### config.mk
export PLATFORM = sky130hd
export DESIGN_NAME = adpcm_frame_decoder_order2_core
export DESIGN_NICKNAME = d
export VERILOG_FILES = /design/src/sv/vadpcm_pkg.sv /design/src/sv/vadpcm_ram.sv /design/src/sv/adpcm_frame_decoder_order2_core.sv
export SDC_FILE = /design/constraint.sdc
export NUM_CORES = 2
export LEC_CHECK = 0
export ABC_AREA = 0
export BUFFER_PORTS_ARGS = -buffer_cell sky130_fd_sc_hd__buf_2
export CAP_MARGIN = 20
export CORE_AREA = 10 10 662 664
export DETAILED_ROUTE_END_ITERATION = 10
export DIE_AREA = 0 0 672 674
export SLEW_MARGIN = 15
export SYNTH_ARGS = -nofsm -noshare
export SYNTH_HDL_FRONTEND = slang
export SYNTH_HIERARCHICAL = 1
export SYNTH_SLANG_ARGS = --single-unit
### constraint.sdc
create_clock -name clk_i -period 8.1 [get_ports clk_i]
set_clock_uncertainty 0.05 [all_clocks]
set_input_delay 0.81 -clock clk_i [delete_from_list [all_inputs] [get_ports clk_i]]
set_output_delay 0.81 -clock clk_i [all_outputs]
set_load 0.02 [all_outputs]
### src/sv/vadpcm_pkg.sv
// vadpcm_pkg: types and constants for the order-2 vector adpcm frame decoder
// used by adpcm_frame_decoder_order2_core; depends on nothing

package vadpcm_pkg;

  typedef enum logic [1:0] {
    OP_DECODE = 2'd0,
    OP_WRITE  = 2'd1,
    OP_LOAD   = 2'd2
  } opcode_e;

  typedef enum logic [1:0] {
    ST_IDLE  = 2'd0,
    ST_ISSUE = 2'd1,
    ST_DRAIN = 2'd2,
    ST_EMIT  = 2'd3
  } state_e;

  typedef struct packed {
    logic [1:0]         opcode;
    logic [7:0]         header_byte;
    logic [63:0]        frame_nibbles;
    logic [6:0]         coef_index;
    logic signed [15:0] coef_value;
    logic signed [15:0] hist_older;
    logic signed [15:0] hist_newer;
  } in_item_t;

  typedef struct packed {
    logic signed [15:0] sample;
    logic               last_of_frame;
  } out_item_t;

  localparam int unsigned SCALE_MAX = 12;
  localparam int unsigned FRAC_BITS = 11;
  localparam int unsigned ACC_W     = 36;
  localparam int unsigned HALF_LEN  = 8;
  localparam int unsigned ROW_LEN   = 16;

  localparam logic signed [15:0] SMP_MIN = -16'sd32768;
  localparam logic signed [15:0] SMP_MAX = 16'sd32767;

endpackage

### src/sv/vadpcm_ram.sv
// vadpcm_ram: generic single-write, single-read ram with registered read data
// no dependencies

module vadpcm_ram #(
  parameter int unsigned WIDTH = 16,
  parameter int unsigned DEPTH = 128
) (
  input  logic                     clk_i,
  input  logic                     we_i,
  input  logic [$clog2(DEPTH)-1:0] waddr_i,
  input  logic [WIDTH-1:0]         wdata_i,
  input  logic [$clog2(DEPTH)-1:0] raddr_i,
  output logic [WIDTH-1:0]         rdata_o
);

  logic [WIDTH-1:0] mem_q [DEPTH];

  always_ff @(posedge clk_i) begin
    if (we_i) begin
      mem_q[waddr_i] <= wdata_i;
    end
    rdata_o <= mem_q[raddr_i];
  end

endmodule

### src/sv/adpcm_frame_decoder_order2_core.sv
// adpcm_frame_decoder_order2_core: order-2 vector adpcm frame decoder top level
// depends on vadpcm_pkg and vadpcm_ram

// A decode transfer carries one frame and yields sixteen sample transfers, the
// last one flagged. Samples are built by one 16x16 multiply-accumulate unit that
// reads the codebook ram one coefficient per cycle: sample i of each half-frame
// takes i+2 products, after which the product pipeline drains and the sample
// waits until the output register is free. Codebook write, history load and
// unused opcodes give no output. Inputs are taken only while no frame is being
// decoded; the final sample may still wait in the output register. Codebook
// entries read as zero until written, tracked by one valid flop per entry
// cleared at reset, so no clearing pass is needed.

module adpcm_frame_decoder_order2_core #(
  parameter int unsigned MAX_PREDICTORS = 8
) (
  input  logic                  clk_i,
  input  logic                  rst_ni,
  input  logic                  in_valid_i,
  output logic                  in_ready_o,
  input  vadpcm_pkg::in_item_t  in_data_i,
  output logic                  out_valid_o,
  input  logic                  out_ready_i,
  output vadpcm_pkg::out_item_t out_data_o,
  input  logic                  cfg_we_i,
  input  logic [3:0]            cfg_wdata_i
);

  localparam int unsigned DEPTH = MAX_PREDICTORS * vadpcm_pkg::ROW_LEN;
  localparam int unsigned AW    = $clog2(DEPTH);
  localparam int unsigned QW    = vadpcm_pkg::ACC_W - vadpcm_pkg::FRAC_BITS;

  vadpcm_pkg::state_e state_q, state_d;

  logic [3:0]          num_pred_q;
  logic [63:0]         frame_q;
  logic [3:0]          scale_q;
  logic [3:0]          pred_q;
  logic                half_q, half_d;
  logic [2:0]          idx_q, idx_d;
  logic [3:0]          term_q, term_d;
  logic signed [15:0]  hist_older_q, hist_newer_q;
  logic signed [15:0]  last_smp_q;
  logic                v1_q, v2_q;
  logic signed [15:0]  op_q, op_d;
  logic [AW-1:0]       raddr_q;
  logic signed [31:0]  prod_q;
  logic signed [vadpcm_pkg::ACC_W-1:0] acc_q;
  logic [DEPTH-1:0]    book_vld_q;
  logic                out_valid_q;
  vadpcm_pkg::out_item_t out_q;

  logic                in_fire;
  logic                issue;
  logic                emit;
  logic                wr_en;
  logic [AW+6:0]       waddr_wide;
  logic [AW-1:0]       waddr;
  logic [AW-1:0]       raddr;
  logic [15:0]         rdata;
  logic signed [15:0]  coef;
  logic [3:0]          pos;
  logic [3:0]          kk;
  logic [3:0]          ridx;
  logic [3:0]          nib_a [16];
  logic [3:0]          cur_nib;
  logic signed [15:0]  cur_res;
  logic signed [15:0]  op_res;
  logic signed [vadpcm_pkg::ACC_W-1:0] acc_init;
  logic signed [QW-1:0] q_val;
  logic signed [15:0]  smp;
  logic [4:0]          pred_cnt;
  logic [3:0]          pred_sel;
  logic [3:0]          scale_sel;
  logic [7:0]          raddr_wide;
  logic                frame_end;

  for (genvar n = 0; n < 16; n++) begin : g_nib
    assign nib_a[n] = frame_q[63-4*n -: 4];
  end

  assign in_ready_o = (state_q == vadpcm_pkg::ST_IDLE);
  assign in_fire    = in_valid_i && in_ready_o;

  // codebook write port
  assign waddr_wide = {{AW{1'b0}}, in_data_i.coef_index};
  assign waddr      = waddr_wide[AW-1:0];
  assign wr_en      = in_fire && (in_data_i.opcode == vadpcm_pkg::OP_WRITE)
                      && (32'(in_data_i.coef_index) < DEPTH);

  // predictor and scale selection at frame start
  assign pred_cnt  = (5'(num_pred_q) > 5'(MAX_PREDICTORS)) ? 5'(MAX_PREDICTORS)
                                                           : 5'(num_pred_q);
  assign pred_sel  = (5'(in_data_i.header_byte[3:0]) < pred_cnt)
                     ? in_data_i.header_byte[3:0] : 4'd0;
  assign scale_sel = (32'(in_data_i.header_byte[7:4]) > vadpcm_pkg::SCALE_MAX)
                     ? 4'(vadpcm_pkg::SCALE_MAX) : in_data_i.header_byte[7:4];

  // term sequencing: r1[i]*h_older, r2[i]*h_newer, then r2[k]*res[i-1-k]
  assign issue = (state_q == vadpcm_pkg::ST_ISSUE);
  assign kk    = term_q - 4'd2;
  assign ridx  = {half_q, idx_q - 3'd1 - kk[2:0]};

  always_comb begin
    pos   = {1'b1, kk[2:0]};
    op_d  = op_res;
    if (term_q == 4'd0) begin
      pos  = {1'b0, idx_q};
      op_d = hist_older_q;
    end else if (term_q == 4'd1) begin
      pos  = {1'b1, idx_q};
      op_d = hist_newer_q;
    end
  end

  assign op_res     = 16'({{12{nib_a[ridx][3]}}, nib_a[ridx]} << scale_q);
  assign raddr_wide = {pred_q, pos};
  assign raddr      = raddr_wide[AW-1:0];

  assign cur_nib  = nib_a[{half_q, idx_q}];
  assign cur_res  = 16'({{12{cur_nib[3]}}, cur_nib} << scale_q);
  assign acc_init = vadpcm_pkg::ACC_W'(cur_res) <<< vadpcm_pkg::FRAC_BITS;

  vadpcm_ram #(
    .WIDTH (16),
    .DEPTH (DEPTH)
  ) u_book (
    .clk_i   (clk_i),
    .we_i    (wr_en),
    .waddr_i (waddr),
    .wdata_i (in_data_i.coef_value),
    .raddr_i (raddr),
    .rdata_o (rdata)
  );

  assign coef = book_vld_q[raddr_q] ? signed'(rdata) : 16'sd0;

  // floor shift and clamp
  assign q_val = acc_q[vadpcm_pkg::ACC_W-1:vadpcm_pkg::FRAC_BITS];
  always_comb begin
    if ((&q_val[QW-1:15]) || !(|q_val[QW-1:15])) begin
      smp = q_val[15:0];
    end else if (q_val[QW-1]) begin
      smp = vadpcm_pkg::SMP_MIN;
    end else begin
      smp = vadpcm_pkg::SMP_MAX;
    end
  end

  assign emit      = (state_q == vadpcm_pkg::ST_EMIT) && (!out_valid_q || out_ready_i);
  assign frame_end = half_q && (idx_q == 3'(vadpcm_pkg::HALF_LEN - 1));

  always_comb begin
    state_d = state_q;
    half_d  = half_q;
    idx_d   = idx_q;
    term_d  = term_q;
    case (state_q)
      vadpcm_pkg::ST_IDLE: begin
        if (in_fire && in_data_i.opcode == vadpcm_pkg::OP_DECODE) begin
          state_d = vadpcm_pkg::ST_ISSUE;
          half_d  = 1'b0;
          idx_d   = 3'd0;
          term_d  = 4'd0;
        end
      end
      vadpcm_pkg::ST_ISSUE: begin
        term_d = term_q + 4'd1;
        if (term_q == {1'b0, idx_q} + 4'd1) begin
          state_d = vadpcm_pkg::ST_DRAIN;
        end
      end
      vadpcm_pkg::ST_DRAIN: begin
        if (!v1_q) begin
          state_d = vadpcm_pkg::ST_EMIT;
        end
      end
      vadpcm_pkg::ST_EMIT: begin
        if (emit) begin
          term_d = 4'd0;
          if (frame_end) begin
            state_d = vadpcm_pkg::ST_IDLE;
          end else begin
            state_d = vadpcm_pkg::ST_ISSUE;
            idx_d   = idx_q + 3'd1;
            if (idx_q == 3'(vadpcm_pkg::HALF_LEN - 1)) begin
              half_d = 1'b1;
            end
          end
        end
      end
      default: state_d = vadpcm_pkg::ST_IDLE;
    endcase
  end

  always_ff @(posedge clk_i or negedge rst_ni) begin
    if (!rst_ni) begin
      state_q <= vadpcm_pkg::ST_IDLE;
      half_q  <= 1'b0;
      idx_q   <= 3'd0;
      term_q  <= 4'd0;
    end else begin
      state_q <= state_d;
      half_q  <= half_d;
      idx_q   <= idx_d;
      term_q  <= term_d;
    end
  end

  always_ff @(posedge clk_i or negedge rst_ni) begin
    if (!rst_ni) begin
      num_pred_q   <= 4'd1;
      book_vld_q   <= '0;
      hist_older_q <= 16'sd0;
      hist_newer_q <= 16'sd0;
      v1_q         <= 1'b0;
      v2_q         <= 1'b0;
      out_valid_q  <= 1'b0;
    end else begin
      if (cfg_we_i) begin
        num_pred_q <= cfg_wdata_i;
      end
      if (wr_en) begin
        book_vld_q[waddr] <= 1'b1;
      end
      if (in_fire && in_data_i.opcode == vadpcm_pkg::OP_LOAD) begin
        hist_older_q <= in_data_i.hist_older;
        hist_newer_q <= in_data_i.hist_newer;
      end
      // history for the second half and for the next frame
      if (emit && idx_q == 3'(vadpcm_pkg::HALF_LEN - 1)) begin
        hist_older_q <= last_smp_q;
        hist_newer_q <= smp;
      end
      v1_q <= issue;
      v2_q <= v1_q;
      if (emit) begin
        out_valid_q <= 1'b1;
      end else if (out_ready_i) begin
        out_valid_q <= 1'b0;
      end
    end
  end

  always_ff @(posedge clk_i) begin
    if (in_fire && in_data_i.opcode == vadpcm_pkg::OP_DECODE) begin
      frame_q <= in_data_i.frame_nibbles;
      scale_q <= scale_sel;
      pred_q  <= pred_sel;
    end
    if (issue) begin
      op_q    <= op_d;
      raddr_q <= raddr;
    end
    prod_q <= coef * op_q;
    if (issue && term_q == 4'd0) begin
      acc_q <= acc_init;
    end else if (v2_q) begin
      acc_q <= acc_q + vadpcm_pkg::ACC_W'(prod_q);
    end
    if (emit) begin
      last_smp_q          <= smp;
      out_q.sample        <= smp;
      out_q.last_of_frame <= frame_end;
    end
  end

  assign out_valid_o = out_valid_q;
  assign out_data_o  = out_q;

`ifndef NO_ASSERTIONS
  a_no_overwrite: assert property (@(posedge clk_i) disable iff (!rst_ni)
    (state_q == vadpcm_pkg::ST_EMIT && out_valid_q && !out_ready_i)
    |=> state_q == vadpcm_pkg::ST_EMIT)
    else $error("pending sample overwritten");

  a_pipe_empty: assert property (@(posedge clk_i) disable iff (!rst_ni)
    (issue && term_q == 4'd0) |-> (!v1_q && !v2_q))
    else $error("product pipeline busy at sample start");

  a_term_bound: assert property (@(posedge clk_i) disable iff (!rst_ni)
    issue |-> (term_q <= {1'b0, idx_q} + 4'd1))
    else $error("term counter overran sample");

  a_frame_close: assert property (@(posedge clk_i) disable iff (!rst_ni)
    (emit && frame_end)
    |=> (state_q == vadpcm_pkg::ST_IDLE && out_valid_q && out_q.last_of_frame))
    else $error("frame end not flagged");
`endif

endmodule
# After elaboration in Yosys (flattened, before gate mapping)
# Memories as Yosys holds them, arrays and structs flattened. A register that Yosys moved wholly into a read port is not among the register bits.
# Cells that the tools add are included.
# word_totals
output_inout_bits,19
ram_bits,2048
ff_bits,356
in_bits,138
n_memories,1
# op_classes
mux,46
magnitude_cmp,8
bitwise,3
n_reduce_logical,27
n_eq_ne,14
n_mul,1
n_addsub,7
shift,2
# mem_list
name,depth,width,read_ports,rd_clocked_by_memory_dff,write_ports,line_no,rtl
u_book.mem_q,128,16,1,1,1,vadpcm_ram.sv:16,logic [WIDTH-1:0] mem_q [DEPTH];
# op_table
op,count
$mux 16,9
$or 128x128->128,1
$mux 36,2
$add 36x32->36,1
$bmux 4 s4,2
$mul 16x16->32,1
$mux 4,8
$shl 16x4->16,2
$lt 7x8->1 const B,2
$mux 3,4
$pmux 4 s3,1
$mux 1,11
$ge 5x5->1 const B,2
$not 4->5,2
$reduce_and 10->1,1
$reduce_or 10->1,1
$logic_and 1x1->1,9
$gt 4x4->1 const B,2
$mux 2,4
$pmux 2 s4,1
$reduce_and 4->1,2
$reduce_bool 2->1,4
$bmux 1 s7,1
$demux 1 s7,1
other kinds (24),34

# Longest topological paths before layout
# logic_depth
ltp_word,9
ltp_mapped,33

# By module
# Netlist, hierarchy kept.
# modules_own_cells
mod,area_each_um2,instances,cells_each
vadpcm_ram,78522.8,1,3086
adpcm_frame_decoder_order2_core,27391.3,1,2576

# Least setup slack after synthesis
# OpenSTA, ideal clock, no wires.
# synth_path
path_kind,reg-to-reg
start,register raddr_q[0]
end,register prod_q[31]
path_slack_ns,-0.252
setup_ns,0.122
stages_incl_launch_ff,31
t_required_ns,7.928
arrival_time_ns,8.180
n_path_buf,4
cell_sequence,edfxtp_1 -> clkbuf_1 -> buf_2 -> mux4_2 -> mux4_2 -> mux4_2 -> mux2i_4 -> buf_4 -> nor2b_1 -> buf_2 -> and2_1 -> fa_1 -> inv_1 -> fa_1 -> fa_1 -> inv_1 -> fa_1 -> fa_1 -> inv_1 -> fa_1 -> inv_1 -> ha_1 -> and3_1 -> a221oi_1 -> o21ai_0 -> nor2b_1 -> o22ai_1 -> o21ai_0 -> a21boi_0 -> o21ai_0 -> xnor2_1
# synth_between
elab_chain_cells,4
# synth_lines
element,line_no,rtl
start: declaration,adpcm_frame_decoder_order2_core.sv:46,logic [AW-1:0] raddr_q;
start signal: assignment,adpcm_frame_decoder_order2_core.sv:253,raddr_q <= raddr;
$bmux 1 s7,adpcm_frame_decoder_order2_core.sv:136,assign coef = book_vld_q[raddr_q] ? signed'(rdata) : 16'sd0;
$mux 1 (implied by the code),adpcm_frame_decoder_order2_core.sv:136,
$mux 16,adpcm_frame_decoder_order2_core.sv:136,
$mul 16x16->32,adpcm_frame_decoder_order2_core.sv:255,prod_q <= coef * op_q;
end signal: assignment,adpcm_frame_decoder_order2_core.sv:255,
end: declaration,adpcm_frame_decoder_order2_core.sv:47,logic signed [31:0] prod_q;
# No other way between the ends. The select of a mux whose other input is x is not followed.
# A chain may end at the register's enable or synchronous reset.

# Final worst setup path
# Same ends and word-level chain as after synthesis.

==> results list <==
* Result of the run: finished clean
- For the pin with the worst max-slew slack, the measured transition is 1.15 ns.
- The initialized floorplan defines 240 standard-cell rows.
* TritonCTS clock tree: yes
- Type of destination of the critical path: register
* DRC violation count after routing: 0
* Number of distinct library cells after synthesis: 70
* Sum Neg Setup Slack: 0 ns
- Layout Nets: 6731
* Detailed placement HPWL: ~180000 um
* Count of endpoints failing setup in the final report: 0
- Total met2 wirelength after detailed routing: 135000 um
- Once detail routing completed, the nets flagged for antenna violations numbered 0.
- For this block, the via count after detailed routing is 55319.
- Part of the total power dissipated in combinational logic: 0.379
- Synthesis handed over a netlist of between 5000 and 6000 instances.
- After detailed routing, the number of vias per cell comes to 4.57.
- The root buffer cell chosen for the clock tree is clkbuf_16.
* Sequential share of power: 0.352
- Core area: 426000 um2
- Synth warn: 6
- Syn avg cell area: 18.7 um2
- The first global-routing pass estimated 400000 um of wire.
- Number of hold violations in the final report: 0
- Global-route usage over all layers: 0.116
- Compared with the post-synthesis result, the final layout area differs by 18.1%.
* Critical Path RT: 8.85 ns
* Num Clock Sinks: 2420
* Setup repair after global routing missed its margin: true
- In the final layout, the share of cells above drive strength 1 is 0.279.
* Critical path class: reg -> reg
- Yosys mapped a number of flops with a built-in enable equal to between 2000 and 2500.
* Ys async rst share: 0.0731
- Highest metal used: met5
- Critical path fanouts, max: 6
* Final weighted congestion of routability-driven global placement: 0.823
* Die area: 453000 um2
* Die extent in y: 674 um
* H-tree level count: 4
- The first TritonRoute pass finished after 5 iterations.
- Power per unit of standard cell area: ~330 nW/um2
- The filler cells instantiated in the layout total approximately 41000.
* Internal Pwr Total: between 20 and 30 mW
- The synthesized netlist occupies a cell area of 106000 um2.
* Net load switching power: 14.0 mW
* Highest-delay cell along the critical path: fa_1
* Met1 WL: 112000 um
* Effective utilization at floorplan: 0.249
- Of the total power, the clock network draws 0.270.
- Final critical delay including setup and external delays: roughly 8 ns
* Predominant post-synthesis flop cell: edfxtp_1
* Synth Net Count: 6196
- Number of placed I/O pins: 157
- Routed wire length per instance: approximately 22 um
- Largest net degree at the start of global routing: 118
- Quantity of I/O buffers inserted on ports: roughly 160
* Startpoint types: register
- Placement Setup Slack: -0.417 ns
- Clk_lat worst skew: 0.93 ns
* Worst vdd ir: 0.400 mV
- Max Fclk: 0.125 GHz
- In this run the tightest slew margin relative to its limit is 0.231.
- In this design, the stage delay of the slowest critical-path cell is 0.56 ns.
- Routed length on met3: 16600 um
- The number of global-route vias before repair was 58181.
- After synthesis the netlist holds a flip-flop and latch count of roughly 2400.
- No sink is reached through more buffers than the 4 on the longest clock path.
* Clock edge transition at the registers on the reported setup and hold paths: approximately 0.060 ns
- Horiz. Die Dim: 672 um
- GR Overflow Total: 0
- Data on the critical path arrives at its endpoint at 8.77 ns.
- The worst path meets setup with roughly 0.08 ns of slack.
* Leak pwr: about 43 nW
* Final core area utilization: 0.294
* Number of antenna violations at the first check in global routing: 34
- For this block, the routed nets add up to about 270000 um of wire.
- The number of pins with negative max-slew slack in the final report is 0.
- Of the total power, the share spent switching nets is 0.333.
- Of the synthesized area, sequential elements account for 0.672.
- Worst path most repeated cell: fa_1
- Number of buffers created by CTS: 245
- MaxCap Viol Count: 0
* Iter 0 DRT Violations: 5165
- The path class of the tightest hold or removal check is in -> reg.
* Share of the clock period used by the worst path: 0.990
[repair_timing]
action,in CTS,in global routing
endpoints found under the hold margin,111,0
hold buffers,67,0
gates cloned,1,2
setup buffers,6,21
pin swaps,15,105
setup endpoints to repair,10,17
gates resized for setup,27,147
[layer usage]
layer | up-vias | GRT usage
li1 | 23233 | -
met1 | 29822 | 0.153
met2 | 1814 | 0.198
met3 | 438 | 0.0175
met4 | 12 | 0.0358
met5 | - | 0
[cell usage after synthesis (40+ instances only)]
cell type  instances  area share
dfxtp_1           59       0.011
ha_1             131       0.015
nor2_1           251      0.0089
and2_1           158      0.0093
dfrtp_1          176       0.042
mux2i_1           74      0.0070
nor2b_1           40      0.0024
nand2_1          243      0.0086
xnor2_1           46      0.0038
buf_2             70      0.0033
mux4_2           736        0.16
o21ai_0           79      0.0037
inv_1            352       0.012
edfxtp_1        2184        0.62
a21o_1           103      0.0073
o21bai_1          51      0.0036
fa_1             265       0.050
clkbuf_1         163      0.0058
a21oi_1          118      0.0056
[stage by stage]
stage	cells	instance area, um2	power, mW	hold WS [ns]
detailed placement	11540	116000	30.7	0.329
finish	12104	125000	41.9	0.0908
CTS	12069	124000	42.1	0.00113
global route	12096	125000	43.7	0.0412
floorplan	5662	106000	25.0	0.304
global placement	11536	115000	30.5	0.322
[worst max-delay path: cells and delay by family, from the launching register on]
family | cells | cell delay (ns)
simple gates | 4 | 0.54
fa+ha+maj | 7 | 3.44
xor+xnor | 1 | 0.08
mux | 4 | 1.75
flops | 1 | 0.39
buf+inv | 9 | 1.10
compound gates | 4 | 0.57
[layout make-up]
| type | count | area [um2] | share of cell area |
|---|---|---|---|
| flip-flops and latches | 2420 | 71200 | 0.569 |
| multi-input cells | 2618 | 32900 | 0.263 |
| well taps | 5687 | 7120 | 0.0569 |
| clock buffers | 297 | 6380 | 0.0510 |
| repair buffers | 560 | 4570 | 0.0365 |
| clock inverters | 158 | 1590 | 0.0127 |
| inverters | 352 | 1320 | 0.0106 |
| diodes | 12 | 30.0 | 0.000240 |
[logic make-up (layout without fill, tap and decap cells)]
family | count (synthesis) | count (layout) | synth area share
AOI/OAI and AO/OA | 475 | 475 | 0.0292
xor gates and xnor gates | 72 | 72 | 0.00608
adders and majority gates | 396 | 396 | 0.0656
buffers and inverters | 624 | 1367 | 0.0231
DFF | 2420 | 2420 | 0.672
muxes | 838 | 838 | 0.167
other | 0 | 12 | 0
and+or+nand+nor | 837 | 837 | 0.0372
[sequential cells by signal (all words and copies together), names as in the netlist, 2 cells and up]
signal	cells
term_q	4
op_q	16
book_vld_q	128
u_book/mem_q	2048
acc_q	36
u_book/rdata_o	16
state_q	2
frame_q	64
out_data_o	17
hist_newer_q	16
prod_q	32
num_pred_q	4
raddr_q	7
hist_older_q	16
scale_q	4
idx_q	3
pred_q	3
[path summary, 6_finish.rpt]
kind	from	endpoint	slack, ns	cells after the start
worst max-delay path	raddr_q[0]	prod_q[31]	0.08	29
worst min-delay path	in_data_i[100]	frame_q[45]	0.09	1
worst max register to register	raddr_q[0]	prod_q[31]	0.08	29
worst min register to register	v1_q	v2_q	0.34	0
max in group asynchronous	rst_ni	num_pred_q[2]	5.50	4
min in group asynchronous	rst_ni	hist_older_q[9]	0.40	2
[power by group through the flow]
stage | logic, mW | clock network, mW | registers [mW]
floorplan | 10.3 | 0 | 14.7
global route | 16.9 | 12.0 | 14.8
finish | 15.9 | 11.3 | 14.7
detailed placement | 15.7 | 0 | 15.0
CTS | 15.8 | 11.6 | 14.7
global placement | 15.6 | 0 | 15.0
[cells in the final DEF, fill, tap and decap left out, drive strengths merged, types with 39 or more instances in the layout]
master	Yosys	final
mux2i	75	75
nand2	243	243
o21ai	80	80
inv	352	368
dfxtp	59	59
dlygate4sd3	0	67
a21o	103	103
and2	159	159
clkbuf	163	300
fa	265	265
ha	131	131
xnor2	46	46
o21bai	51	51
nor2b	40	40
dfrtp	176	176
a21oi	118	118
edfxtp	2184	2184
nor2	251	251
buf	109	490
nand3	39	39
mux4	736	736
clkinv	0	106
No activity file was read; power rests on OpenSTA's default activity.
